==> src/hdl/tprs_pkg.sv <==
// Shared command and status types for the timer prescale/reload search unit.
`timescale 1ns / 1ps
`default_nettype none
package tprs_pkg;

	// Controller to datapath strobes
	typedef struct packed {
		logic load;       // capture input beat, start cycles / reload_limit
		logic div_start;  // start a division
		logic set_mind;   // latch least divider, switch divisor to search divider
		logic direct;     // no prescale: reload is cycles clamped to reload_limit
		logic eval;       // score current divider, step to the next one
		logic publish;    // move best candidate into the output registers
	} tprs_cmd_t;

	// Datapath to controller flags
	typedef struct packed {
		logic div_done;   // quotient and remainder valid
		logic mind_le1;   // least divider is 0 or 1
		logic exact;      // current divider leaves no remainder
		logic last;       // no divider left below prescale_limit
	} tprs_sts_t;

endpackage
`default_nettype wire

==> src/hdl/tprs_div.sv <==
// Restoring divider, one quotient bit per cycle.
`timescale 1ns / 1ps
`default_nettype none
module tprs_div #(
	parameter int CYCLE_WIDTH = 64
) (
	input  wire logic                   clk,
	input  wire logic                   arst_n,
	input  wire logic                   start,
	input  wire logic [CYCLE_WIDTH-1:0] dividend,
	input  wire logic [CYCLE_WIDTH-1:0] divisor,   // held stable while busy
	output logic      [CYCLE_WIDTH-1:0] quot,
	output logic      [CYCLE_WIDTH-1:0] rem,
	output logic                        done
);
	localparam int CNT_W = $clog2(CYCLE_WIDTH);

	logic [CYCLE_WIDTH-1:0] quot_q;
	logic [CYCLE_WIDTH-1:0] rem_q;
	logic [CNT_W-1:0]       cnt_q;
	logic                   busy_q;
	logic                   done_q;
	logic [CYCLE_WIDTH:0]   partial;
	logic [CYCLE_WIDTH:0]   diff;
	logic                   ge;

	assign partial = {rem_q, quot_q[CYCLE_WIDTH-1]};
	assign diff    = partial - {1'b0, divisor};
	assign ge      = partial >= {1'b0, divisor};

	always_ff @(posedge clk or negedge arst_n) begin
		if (!arst_n) begin
			busy_q <= 1'b0;
			done_q <= 1'b0;
			cnt_q  <= '0;
		end else if (start) begin
			busy_q <= 1'b1;
			done_q <= 1'b0;
			cnt_q  <= CNT_W'(CYCLE_WIDTH - 1);
		end else if (busy_q) begin
			cnt_q <= cnt_q - 1'b1;
			if (cnt_q == '0) begin
				busy_q <= 1'b0;
				done_q <= 1'b1;
			end
		end
	end

	always_ff @(posedge clk) begin
		if (start) begin
			quot_q <= dividend;
			rem_q  <= '0;
		end else if (busy_q) begin
			quot_q <= {quot_q[CYCLE_WIDTH-2:0], ge};
			rem_q  <= ge ? diff[CYCLE_WIDTH-1:0] : partial[CYCLE_WIDTH-1:0];
		end
	end

	assign quot = quot_q;
	assign rem  = rem_q;
	assign done = done_q;

endmodule
`default_nettype wire

==> src/hdl/tprs_dp.sv <==
// Datapath: operand and candidate registers, rounding, scoring and result registers.
`timescale 1ns / 1ps
`default_nettype none
module tprs_dp #(
	parameter int CYCLE_WIDTH    = 64,
	parameter int PRESCALE_WIDTH = 16
) (
	input  wire logic                      clk,
	input  wire logic                      arst_n,
	input  wire tprs_pkg::tprs_cmd_t       cmd,
	output tprs_pkg::tprs_sts_t            sts,
	input  wire logic [CYCLE_WIDTH-1:0]    period_cycles,
	input  wire logic [PRESCALE_WIDTH-1:0] prescale_limit,
	input  wire logic [CYCLE_WIDTH-1:0]    reload_limit,
	output logic      [PRESCALE_WIDTH-1:0] prescale_code,
	output logic      [CYCLE_WIDTH-1:0]    reload_value,
	output logic                           status
);
	import tprs_pkg::*;

	localparam logic [PRESCALE_WIDTH-1:0] PRE_MAX = '1;

	logic [CYCLE_WIDTH-1:0]    cyc_q;
	logic [CYCLE_WIDTH-1:0]    rl_q;
	logic [PRESCALE_WIDTH-1:0] pl_q;
	logic [PRESCALE_WIDTH-1:0] d_q;
	logic                      search_q;
	logic                      found_q;
	logic [PRESCALE_WIDTH-1:0] best_d_q;
	logic [CYCLE_WIDTH-1:0]    best_r_q;
	logic [CYCLE_WIDTH-1:0]    best_err_q;
	logic [PRESCALE_WIDTH-1:0] code_q;
	logic [CYCLE_WIDTH-1:0]    reload_q;
	logic                      status_q;

	logic [CYCLE_WIDTH-1:0]    dividend;
	logic [CYCLE_WIDTH-1:0]    divisor;
	logic [CYCLE_WIDTH-1:0]    quot;
	logic [CYCLE_WIDTH-1:0]    rem;
	logic                      div_done;
	logic [CYCLE_WIDTH-1:0]    gap;
	logic                      round_up;
	logic [CYCLE_WIDTH-1:0]    err;
	logic [CYCLE_WIDTH-1:0]    q_round;
	logic [PRESCALE_WIDTH-1:0] mind_raw;
	logic [PRESCALE_WIDTH-1:0] mind;
	logic [CYCLE_WIDTH-1:0]    direct_r;
	logic [PRESCALE_WIDTH:0]   d_next;

	assign dividend = cmd.load ? period_cycles : cyc_q;
	assign divisor  = search_q ? CYCLE_WIDTH'(d_q) : rl_q;

	tprs_div #(
		.CYCLE_WIDTH(CYCLE_WIDTH)
	) u_div (
		.clk     (clk),
		.arst_n  (arst_n),
		.start   (cmd.div_start),
		.dividend(dividend),
		.divisor (divisor),
		.quot    (quot),
		.rem     (rem),
		.done    (div_done)
	);

	// halves round up; error is distance to the nearer multiple
	assign gap      = divisor - rem;
	assign round_up = rem >= gap;
	assign err      = round_up ? gap : rem;
	assign q_round  = quot + CYCLE_WIDTH'(round_up);

	always_comb begin
		if (rl_q == '0 || q_round >= CYCLE_WIDTH'(PRE_MAX))
			mind_raw = PRE_MAX;
		else
			mind_raw = q_round[PRESCALE_WIDTH-1:0] + 1'b1;
		mind = (mind_raw > pl_q) ? pl_q : mind_raw;
	end

	assign direct_r = (cyc_q > rl_q) ? rl_q : cyc_q;
	assign d_next   = {1'b0, d_q} + 1'b1;

	assign sts.div_done = div_done;
	assign sts.mind_le1 = mind <= PRESCALE_WIDTH'(1);
	assign sts.exact    = rem == '0;
	assign sts.last     = d_next >= {1'b0, pl_q};

	always_ff @(posedge clk or negedge arst_n) begin
		if (!arst_n) begin
			search_q <= 1'b0;
			found_q  <= 1'b0;
		end else if (cmd.load) begin
			search_q <= 1'b0;
			found_q  <= 1'b0;
		end else begin
			if (cmd.set_mind)
				search_q <= 1'b1;
			if (cmd.direct)
				found_q <= 1'b1;
			if (cmd.eval && (rem == '0 || d_q < pl_q))
				found_q <= 1'b1;
		end
	end

	always_ff @(posedge clk) begin
		if (cmd.load) begin
			cyc_q <= period_cycles;
			rl_q  <= reload_limit;
			pl_q  <= prescale_limit;
		end
		if (cmd.set_mind)
			d_q <= mind;
		if (cmd.direct) begin
			best_d_q   <= PRESCALE_WIDTH'(1);
			best_r_q   <= direct_r;
			best_err_q <= cyc_q - direct_r;
		end
		if (cmd.eval) begin
			d_q <= d_next[PRESCALE_WIDTH-1:0];
			if (rem == '0) begin
				best_d_q   <= d_q;
				best_r_q   <= quot;
				best_err_q <= '0;
			end else if (d_q < pl_q && (!found_q || err < best_err_q)) begin
				best_d_q   <= d_q;
				best_r_q   <= q_round;
				best_err_q <= err;
			end
		end
		if (cmd.publish) begin
			code_q   <= found_q ? best_d_q - 1'b1 : '0;
			reload_q <= found_q ? best_r_q : '0;
			status_q <= found_q ? (best_err_q > CYCLE_WIDTH'(1)) : 1'b1;
		end
	end

	assign prescale_code = code_q;
	assign reload_value  = reload_q;
	assign status        = status_q;

endmodule
`default_nettype wire

==> src/hdl/tprs_ctrl.sv <==
// Controller: sequences the divisions of one request and owns the output valid.
`timescale 1ns / 1ps
`default_nettype none
module tprs_ctrl (
	input  wire logic                clk,
	input  wire logic                arst_n,
	input  wire logic                in_valid,
	output logic                     in_stall,
	output logic                     out_valid,
	input  wire logic                out_stall,
	output tprs_pkg::tprs_cmd_t      cmd,
	input  wire tprs_pkg::tprs_sts_t sts
);
	import tprs_pkg::*;

	typedef enum logic [2:0] {
		S_IDLE,
		S_DIV1,
		S_MIND,
		S_DIV2,
		S_EVAL,
		S_DONE
	} state_t;

	state_t state_q;
	state_t state_nxt;
	logic   out_valid_q;
	logic   out_free;

	assign out_free = !out_valid_q || !out_stall;

	always_comb begin
		cmd       = '0;
		state_nxt = state_q;
		unique case (state_q)
			S_IDLE: begin
				if (in_valid) begin
					cmd.load      = 1'b1;
					cmd.div_start = 1'b1;
					state_nxt     = S_DIV1;
				end
			end
			S_DIV1: begin
				if (sts.div_done)
					state_nxt = S_MIND;
			end
			S_MIND: begin
				if (sts.mind_le1) begin
					cmd.direct = 1'b1;
					state_nxt  = S_DONE;
				end else begin
					cmd.set_mind  = 1'b1;
					cmd.div_start = 1'b1;
					state_nxt     = S_DIV2;
				end
			end
			S_DIV2: begin
				if (sts.div_done)
					state_nxt = S_EVAL;
			end
			S_EVAL: begin
				cmd.eval = 1'b1;
				if (sts.exact || sts.last) begin
					state_nxt = S_DONE;
				end else begin
					cmd.div_start = 1'b1;
					state_nxt     = S_DIV2;
				end
			end
			S_DONE: begin
				if (out_free) begin
					cmd.publish = 1'b1;
					state_nxt   = S_IDLE;
				end
			end
			default: state_nxt = S_IDLE;
		endcase
	end

	always_ff @(posedge clk or negedge arst_n) begin
		if (!arst_n) begin
			state_q     <= S_IDLE;
			out_valid_q <= 1'b0;
		end else begin
			state_q <= state_nxt;
			if (cmd.publish)
				out_valid_q <= 1'b1;
			else if (!out_stall)
				out_valid_q <= 1'b0;
		end
	end

	assign in_stall  = state_q != S_IDLE;
	assign out_valid = out_valid_q;

endmodule
`default_nettype wire

==> src/hdl/timer_prescale_reload_search_unit.sv <==
// Top level of the timer prescale/reload search unit.
// Usage:
//   Input channel (in_valid / in_stall) takes one beat of period_cycles,
//   prescale_limit and reload_limit. in_stall is high while a request is in
//   work; only one request is handled at a time.
//   Output channel (out_valid / out_stall) returns prescale_code,
//   reload_value and status for each request, in order. The result sits in
//   an output register, so a new request is taken while the previous result
//   is still waiting; finished work holds until that register frees up.
// Operation:
//   All work runs on one radix-2 divider, one quotient bit per cycle.
//   With no prescale one division serves; otherwise one more division
//   runs for each divider tried (1 up to 2^PRESCALE_WIDTH - 3). The next
//   request is taken the cycle after the result is written.
// Reset (arst_n low) empties the unit: no result valid, input open.
// A stalled result holds its value until accepted.
`timescale 1ns / 1ps
`default_nettype none
module timer_prescale_reload_search_unit #(
	parameter int CYCLE_WIDTH    = 64,
	parameter int PRESCALE_WIDTH = 16
) (
	input  wire logic                      clk,
	input  wire logic                      arst_n,
	input  wire logic                      in_valid,
	output logic                           in_stall,
	input  wire logic [CYCLE_WIDTH-1:0]    period_cycles,
	input  wire logic [PRESCALE_WIDTH-1:0] prescale_limit,
	input  wire logic [CYCLE_WIDTH-1:0]    reload_limit,
	output logic                           out_valid,
	input  wire logic                      out_stall,
	output logic      [PRESCALE_WIDTH-1:0] prescale_code,
	output logic      [CYCLE_WIDTH-1:0]    reload_value,
	output logic                           status
);
	import tprs_pkg::*;

	tprs_cmd_t cmd;
	tprs_sts_t sts;

	tprs_ctrl u_ctrl (
		.clk      (clk),
		.arst_n   (arst_n),
		.in_valid (in_valid),
		.in_stall (in_stall),
		.out_valid(out_valid),
		.out_stall(out_stall),
		.cmd      (cmd),
		.sts      (sts)
	);

	tprs_dp #(
		.CYCLE_WIDTH   (CYCLE_WIDTH),
		.PRESCALE_WIDTH(PRESCALE_WIDTH)
	) u_dp (
		.clk           (clk),
		.arst_n        (arst_n),
		.cmd           (cmd),
		.sts           (sts),
		.period_cycles (period_cycles),
		.prescale_limit(prescale_limit),
		.reload_limit  (reload_limit),
		.prescale_code (prescale_code),
		.reload_value  (reload_value),
		.status        (status)
	);

endmodule
`default_nettype wire

==> config.mk <==
export PLATFORM = sky130hd
export DESIGN_NAME = timer_prescale_reload_search_unit
export DESIGN_NICKNAME = d
export VERILOG_FILES = /design/src/hdl/tprs_pkg.sv /design/src/hdl/tprs_div.sv /design/src/hdl/tprs_dp.sv /design/src/hdl/tprs_ctrl.sv /design/src/hdl/timer_prescale_reload_search_unit.sv
export SDC_FILE = /design/constraint.sdc
export NUM_CORES = 2
export LEC_CHECK = 0
export ABC_AREA = 0
export BUFFER_PORTS_ARGS = -buffer_cell sky130_fd_sc_hd__buf_2
export CAP_MARGIN = 20
export CORE_MARGIN = 8
export CORE_UTILIZATION = 50
export DETAILED_ROUTE_END_ITERATION = 10
export PLACE_DENSITY_LB_ADDON = 0.2
export SLEW_MARGIN = 20
export SYNTH_ARGS = -nofsm -noshare
export SYNTH_HDL_FRONTEND = slang
export SYNTH_SLANG_ARGS = --single-unit
export TNS_END_PERCENT = 100
==> constraint.sdc <==
create_clock -name clk -period 40.9 [get_ports clk]
set_input_delay 8.18 -clock clk [delete_from_list [all_inputs] [get_ports clk]]
set_output_delay 8.18 -clock clk [all_outputs]
set_load 0.01 [all_outputs]
* After elaboration in Yosys (flattened, before gate mapping)
Cells that the tools add are included.
** Cells by class
- Add/subtract/negate cells :: 8
- Magnitude comparators :: 10
- Equal/unequal tests :: 10
- Muxes and demuxes :: 55
- Reduce and logical (&&, ||, !) cells :: 22
** Operators by type and width (number)
- 2-to-1 mux 64 bit :: 15
- subtractor 64 bit :: 3
- logical NOT 64 bit :: 2
- 2-to-1 mux 16 bit :: 8
- >= comparator 65 x 64 -> 1 bit :: 1
- adder 64 x 1 -> 64 bit :: 1
- >= comparator 64 x 16 -> 1 bit (second input constant) :: 1
- >= comparator 64 bit :: 1
- > comparator 64 x 1 -> 1 bit (second input constant) :: 1
- > comparator 64 bit :: 1
- less-than comparator 64 bit :: 1
- 2-to-1 mux 1 bit :: 19
- 2-to-1 mux 3 bit :: 6
- case mux 3 bit (6 select lines) :: 1
- adder 16 x 1 -> 17 bit (second input constant) :: 1
- >= comparator 17 x 16 -> 1 bit :: 1
- adder 16 x 1 -> 16 bit (second input constant) :: 1
- > comparator 16 bit :: 1
- <= comparator 16 x 1 -> 1 bit (second input constant) :: 1
- less-than comparator 16 bit :: 1
- subtractor 16 x 1 -> 16 bit (second input constant) :: 1
- 2-to-1 mux 6 bit :: 2
- != test 2 x 1 -> 1 bit (second input constant) :: 4
- nonzero test 2 bit :: 4
- other kinds (15) :: 27
** Storage, ports and cells
- Bits in registers :: 527
- Input port bits :: 148
- Output and inout bits :: 83
- Logic and storage cells :: 124

* Depth between registers and ports, before layout
- Depth after elaboration :: 16
- Gate-level depth with buffers :: 61
- Gate-level depth less buffers :: 49

* Hierarchy
A second synthesis with hierarchy kept.
** Unflattened totals
- Cell total of the unflattened synthesis :: 5124
- Area, all modules :: 43206.4 sq um
** By module, submodules not included
- tprs_dp :: times used 1, cells each 3897, area an instance 32620.0 sq um
- tprs_div :: times used 1, cells each 1190, area an instance 10271.1 sq um
- tprs_ctrl :: times used 1, cells each 37, area an instance 315.3 sq um

* Worst setup path after synthesis
Ideal clock, no wire load.
- Path kind :: reg2reg
- Start point :: reg u_dp.search_q
- End point :: reg u_dp.u_div.quot_q[0], in the netlist u_dp.u_div.quot[0], enable pin
- Library setup time :: 0.426 ns
- Arrival time :: 12.683 ns
- Required time :: 40.474 ns
- Slack :: 27.791 ns
- Cell stages (with the launch flop) :: 59
- Buffers on the path :: 12
- Cell sequence :: dfrtp_1 clkbuf_1 clkbuf_1 clkbuf_1 o21a_1 inv_1 ha_1 nand2b_1 a211oi_1 o22ai_1 o21ai_0 nand3_1 and3_1 o31ai_1 a31oi_1 or4_1 nand3_1 xnor2_1 (+23 left out) ha_1 nand2_1 nor3_1 nand4_1 a211oi_1 a21oi_1 a31o_2 buf_1 nand4_1 nor3_1 and3_1 a31o_1 buf_4 nor2_1 or3_1 buf_6 buf_2 or2_1
** Between the ends
- Cells in the longest elaborated chain, start to end :: 13
- Elaborated cells on any way between the ends :: 14
- Those cells by class :: add/sub: 3; order compare: 4; mux: 5; reduce/logical: 2
** Ends and longest elaborated chain
- start: declaration :: RTL line tprs_dp.sv:27 : logic search_q;
- start signal: assignment :: RTL line tprs_dp.sv:90 : search_q <= 1'b0;
- start signal: assignment :: RTL line tprs_dp.sv:93 : search_q <= 1'b0;
- start signal: assignment :: RTL line tprs_dp.sv:97 : search_q <= 1'b1;
- 2-to-1 mux 64 bit (*) :: RTL line tprs_dp.sv:51 : assign divisor = search_q ? CYCLE_WIDTH'(d_q) : rl_q;
- subtractor 64 bit (*) :: RTL line tprs_dp.sv:67 : assign gap = divisor - rem;
- >= comparator 64 bit (*) :: RTL line tprs_dp.sv:68 : assign round_up = rem >= gap;
- adder 64 x 1 -> 64 bit (*) :: RTL line tprs_dp.sv:70 : assign q_round = quot + CYCLE_WIDTH'(round_up);
- >= comparator 64 x 16 -> 1 bit :: RTL line tprs_dp.sv:73 : if (rl_q == '0 || q_round >= CYCLE_WIDTH'(PRE_MAX))
- logical OR 1 bit :: RTL line tprs_dp.sv:73
- 2-to-1 mux 16 bit (*) :: RTL line tprs_dp.sv:73
- > comparator 16 bit :: RTL line tprs_dp.sv:77 : mind = (mind_raw > pl_q) ? pl_q : mind_raw;
- 2-to-1 mux 16 bit (*) :: RTL line tprs_dp.sv:77
- <= comparator 16 x 1 -> 1 bit (*) :: RTL line tprs_dp.sv:84 : assign sts.mind_le1 = mind <= PRESCALE_WIDTH'(1);
- 2-to-1 mux 2 bit (*) :: RTL line tprs_ctrl.sv:48 : if (sts.mind_le1) begin
- case mux 1 bit (3 select lines) (*) :: RTL line tprs_ctrl.sv:35 : unique case (state_q)
- nonzero test 2 bit (no line) (*)
- end signal: assignment :: RTL line tprs_div.sv:51 : quot_q <= dividend;
- end signal: assignment :: RTL line tprs_div.sv:54 : quot_q <= {quot_q[CYCLE_WIDTH-2:0], ge};
- end: declaration :: RTL line tprs_div.sv:18 : logic [CYCLE_WIDTH-1:0] quot_q;
Mark *: on every way between the ends. The rest lies on a longest branch, timed or not.
A chain may end at the register's enable or synchronous reset.

* Worst setup path in the final report
- Start point :: reg u_dp.search_q
- End point :: reg u_dp.u_div.quot_q[63], in the netlist u_dp.u_div.quot[63], data pin
** Between the ends
- Cells in the longest elaborated chain, start to end :: 13
- Elaborated cells on any way between the ends :: 14
- Those cells by class :: add/sub: 3; order compare: 4; mux: 6; reduce/logical: 1
** Ends and longest elaborated chain
- 2-to-1 mux 64 bit (*) :: RTL line tprs_dp.sv:51
- subtractor 64 bit (*) :: RTL line tprs_dp.sv:67
- >= comparator 64 bit (*) :: RTL line tprs_dp.sv:68
- adder 64 x 1 -> 64 bit (*) :: RTL line tprs_dp.sv:70
- >= comparator 64 x 16 -> 1 bit :: RTL line tprs_dp.sv:73
- logical OR 1 bit :: RTL line tprs_dp.sv:73
- 2-to-1 mux 16 bit (*) :: RTL line tprs_dp.sv:73
- > comparator 16 bit :: RTL line tprs_dp.sv:77
- 2-to-1 mux 16 bit (*) :: RTL line tprs_dp.sv:77
- <= comparator 16 x 1 -> 1 bit (*) :: RTL line tprs_dp.sv:84
- 2-to-1 mux 2 bit (*) :: RTL line tprs_ctrl.sv:48
- case mux 1 bit (3 select lines) (*) :: RTL line tprs_ctrl.sv:35
- 2-to-1 mux 64 bit (*) :: RTL line tprs_div.sv:50 : if (start) begin
Marked as above.

==> results.md <==
Status:
- The run finished with clean final reports.

Setup path:
- The worst setup slack for register-to-register paths is 24710 ps.
- Along the worst path, the maximum fanout reaches 79.
- The worst reg2reg path startpoint is u_dp.search_q.
- The type of the worst setup path is reg -> reg.
- STA classifies the critical path startpoint as a flip-flop.
- Data arrives at the worst endpoint at 16570 ps.
- The cell with the largest stage delay on the worst path is dfrtp_2.
- The count of cells along the worst register-to-register path is 49.
- The worst stage delay on the critical path is 850 ps.
- The element type at the critical path end is a flip-flop.
- The endpoint of the worst-slack reg-to-reg timing path is u_dp.u_div.quot[63].
- The data required time at the worst endpoint is 41290 ps.

Timing:
- At the pin with the least slew margin, the transition time is 1350 ps.
- In this run the tightest slew margin relative to its limit is 8.835%.
- The maximum clock rate is 61.78 MHz.
- Setup repair after global routing left no endpoint under its margin.
- The final-report hold violation count is 0.
- The number of max-slew violations in the final report is 0.
- For the finished layout, the period the worst path requires is 16190 ps.
- The setup violation total in the final timing report is 0.
- The worst setup skew after layout is 17.49 ps.
- Summed over all failing endpoints, the final setup total negative slack is 0 ps.
- The post-route fraction of the period consumed by the critical path is 39.57%.

Clock network:
- The root buffer cell is clkbuf_16.
- Clock-pin slew was measured on the worst setup and hold paths at 60 ps.
- Buffers inserted to repair hold after CTS numbered 0.
- The number of clock sinks is 527.
- The post-cts gate resize count is 0.
- The maximum clock path buffer count is 3.
- The number of clock buffers inserted by TritonCTS is 67.
- The clock tree from TritonCTS is yes.
- The number of levels the H-tree was split into is 3.
- The later-pin clock latency in the skew report is 650 ps.
- The buffers inserted during post-CTS setup optimization is 0.

GRT:
- The number of antenna violations at the first check in global routing is 2.
- The total overflow left after global routing is 0.
- The global-route usage over all layers is 32.29%.
- The pin count of the biggest net entering global routing is 148.
- The first global-routing pass estimated 235100 um of wire.
- The via count of the first global-routing pass was 37.14k.

Flow run:
- Max-cap violations in this run came to 0.

Route:
- After detailed routing, the number of vias per cell comes to 6.159.
- The met3 wirelength from detailed routing is 12270 um.
- Summed over all layers, the routed wires come to 159000 um.
- The highest routed metal layer is met5.
- The per-cell routed wire length is 24.89 um.
- The wire length on met2 is 69470 um.
- The count of nets left with antenna violations once routing finished came out at 0.
- The number of search-and-repair iterations in the first detailed-routing pass is 6.
- The detailed router put a total of 67290 um of wire on met1.
- The detailed router's first-iteration violation count is 3857.
- For this run, design rule violations remaining after detail routing come to 0.
- Detailed routing inserted a total of 39.33k vias.

Synthesis:
- Of the total synthesized cell area, the portion taken by XOR and XNOR cells is 5.867%.
- The post-synthesis mux area share is 6.228%.
- The flip-flop and latch count after synthesis is 527.
- Sequential elements use 30.53% of the synthesized area.
- Yosys printed 0 warnings.
- The most instantiated flip-flop cell in the synthesis netlist is dfxtp_1.
- The post-synthesis instance area is 42690 um^2.
- Summing the areas of all compound-gate instances in the mapped netlist gives 19.73% of the synthesized area.
- The count of flip-flops with a built-in enable after synthesis is 241.
- A synthesized cell averages 8.356 um^2.
- The basic-gate share of the synthesized area counting and, or, nand and nor cells is 18.95%.
- The number of nets handed over by synthesis was 5696.
- The count of unique library cells instantiated by Yosys is 87.
- Counting flops with an async set or reset pin after synthesis yields a share of 2.657%.
- The post-synthesis instance total is 5109.
- The combinational family with the most area after synthesis is compound AO/OA/AOI/OAI gates.
- Of the total synthesized cell area, the portion taken by full adders, half adders and majority gates is 12.92%.

Floorplan:
- The floorplan step defined a die boundary enclosing 94990 um^2.
- The row count is 107.
- After floorplanning, the core was sized to cover 84880 um^2.
- The die is 308.2 um tall.
- The floorplan step set the die width to 308.2 um.
- The initial standard-cell utilization of the core is 50.30%.
- Pin placement for this block handled 231 I/O pins.

Min path:
- The classification of the worst-slack hold path is reg -> reg.
- The origin of the worst min-delay path is u_dp.best_r_q[8].
- The endpoint with the worst hold slack is u_dp.best_r_q[8].
- Counting instances, the worst hold path has a depth of 2.

Layout:
- The number of nets in the layout is 5775.
- For this run, the share of the core covered by cells in the final layout is 55.19%.
- The register cell area after layout is 13040 um^2.
- The finished layout holds 6386 standard cells, fillers aside.
- 0 antenna diodes ended up in the layout.
- The filler cells instantiated in the layout total 8082.
- From synthesis to final layout, the design area changed by 9.727%.
- In the final layout, the share of cells above drive strength 1 is 10.66%.
- The multi-input combinational cells in the finished layout cover a total of 27270 um^2.

Placement:
- The post-placement cell count is 6263.
- The final RePlAce weighted congestion is 0.9997.
- Detailed placement finished with a half-perimeter wire length of 124700 um.
- In this run the tool buffered the top-level ports with 230 buffer cells.
## through the flow
stage / instance area [um^2] / setup slack (ps) / hold WS, ps
after floorplan: 42690 / 27790 / 443.7
after global placement: 44570 / 25180 / 459.6
after detailed placement: 44570 / 24900 / 461.0
after CTS: 46840 / 24850 / 470.0
after global routing: 46840 / 23940 / 493.9
final: 46840 / 24710 / 466.6
## worst max-delay path by stage
stage	start	to	slack (ps)	cells past startpoint
final	u_dp.search_q	u_dp.u_div.quot[63]	24710	49
after CTS	u_dp.search_q	u_dp.u_div.quot[10]	24850	49
after detailed placement	u_dp.search_q	u_dp.u_div.quot[10]	24900	49
after global placement	u_dp.search_q	u_dp.u_div.quot[5]	25180	51
after floorplan	u_dp.search_q	u_dp.u_div.quot[0]	27790	58
after global routing	u_dp.search_q	u_dp.u_div.quot[11]	23940	49
## kinds of logic after synthesis
| logic type | count (synthesis) |
|---|---|
| AO/OA/AOI/OAI | 1357 |
| XOR/XNOR | 286 |
| adder cells (fa/ha/maj) | 439 |
| buffers and inverters | 629 |
| flip-flops | 527 |
| multiplexers | 230 |
| AND/OR/NAND/NOR | 1641 |
## flip-flops by register name, summed over array words and instances (netlist names), 3 cells and up
register,count
u_dp.best_err_q,64
u_dp.d_q,16
u_dp.best_d_q,16
u_dp.best_r_q,64
u_ctrl.state_q,3
u_dp.reload_value,64
u_dp.rl_q,64
u_dp.prescale_code,16
u_dp.cyc_q,64
u_dp.u_div.cnt_q,6
u_dp.pl_q,16
u_dp.u_div.quot,64
u_dp.u_div.rem,64
## area by class of cell
cell class / instances / area share [%]
well taps: 1144 / 3.056
clock inverters: 33 / 0.9161
flip-flops and latches: 527 / 27.83
inverters: 374 / 2.997
multi-input cells: 3953 / 58.21
repair buffers: 265 / 3.053
clock buffers: 90 / 3.940
## metal layers
layer / vias to the layer above / track usage, %
met5: - / 0
li1: 18644 / -
met2: 1660 / 50.20
met4: 2 / 17.08
met1: 18662 / 42.82
met3: 363 / 5.410
## Yosys cell counts, drive strengths merged (40+ instances only)
cell type  instances  area share (%)
and2              98             1.4
mux2i             98             2.3
dfxtp            272              13
buf               57            0.75
o21a              40            0.70
inv              373             3.3
o21bai            47            0.83
nand4            104             1.5
nand2            461             4.1
and3              50            0.73
nand2b           116             1.7
nor4              95             1.4
nor3              70            0.83
nor2             354             3.1
clkbuf           198             1.7
nand3            167             2.0
ha               436              13
edfxtp           241              17
mux2             132             3.9
o21ai            339             4.0
o211ai            79             1.4
a211oi            64             1.1
xor2             130             2.7
a21o             130             2.3
a21oi            425             5.0
xnor2            156             3.2
## critical path, delay by kind of cell, from the launching register on
family,cells,cell delay [ps]
simple gates,21,5530
compound gates,15,4360
buf+inv,6,2690
fa+ha+maj,5,1880
flops,1,850
mux,1,410
xor+xnor,1,110
## cells in the final DEF, fill, tap and decap left out, types with 24 or more instances in the layout
| master | synthesis | routed |
|---|---|---|
| clkbuf_16 | 0 | 69 |
| nand4_1 | 104 | 104 |
| edfxtp_1 | 241 | 241 |
| nor2_1 | 354 | 350 |
| buf_2 | 31 | 230 |
| a211oi_1 | 64 | 64 |
| dfxtp_1 | 272 | 272 |
| xor2_1 | 130 | 130 |
| ha_1 | 436 | 436 |
| mux2_2 | 81 | 81 |
| nand2b_1 | 116 | 116 |
| buf_4 | 4 | 33 |
| inv_1 | 373 | 373 |
| nor2b_1 | 31 | 31 |
| o21a_1 | 40 | 40 |
| o21bai_1 | 47 | 47 |
| a31oi_1 | 39 | 39 |
| a221oi_1 | 31 | 31 |
| mux2_4 | 51 | 51 |
| xnor2_1 | 156 | 156 |
| nand2_1 | 461 | 459 |
| a21oi_1 | 425 | 424 |
| and2_1 | 98 | 96 |
| o211ai_1 | 79 | 79 |
| o21ai_0 | 337 | 337 |
| nor4_1 | 94 | 93 |
| a21o_1 | 130 | 130 |
| nand3_1 | 167 | 167 |
| o31ai_1 | 24 | 24 |
| mux2i_1 | 98 | 98 |
| nor3_1 | 69 | 69 |
| and3_1 | 50 | 50 |
Power is left out: the tool's default activity adds up to more than one toggle a clock period on the data nets, which glitch-free logic cannot reach.
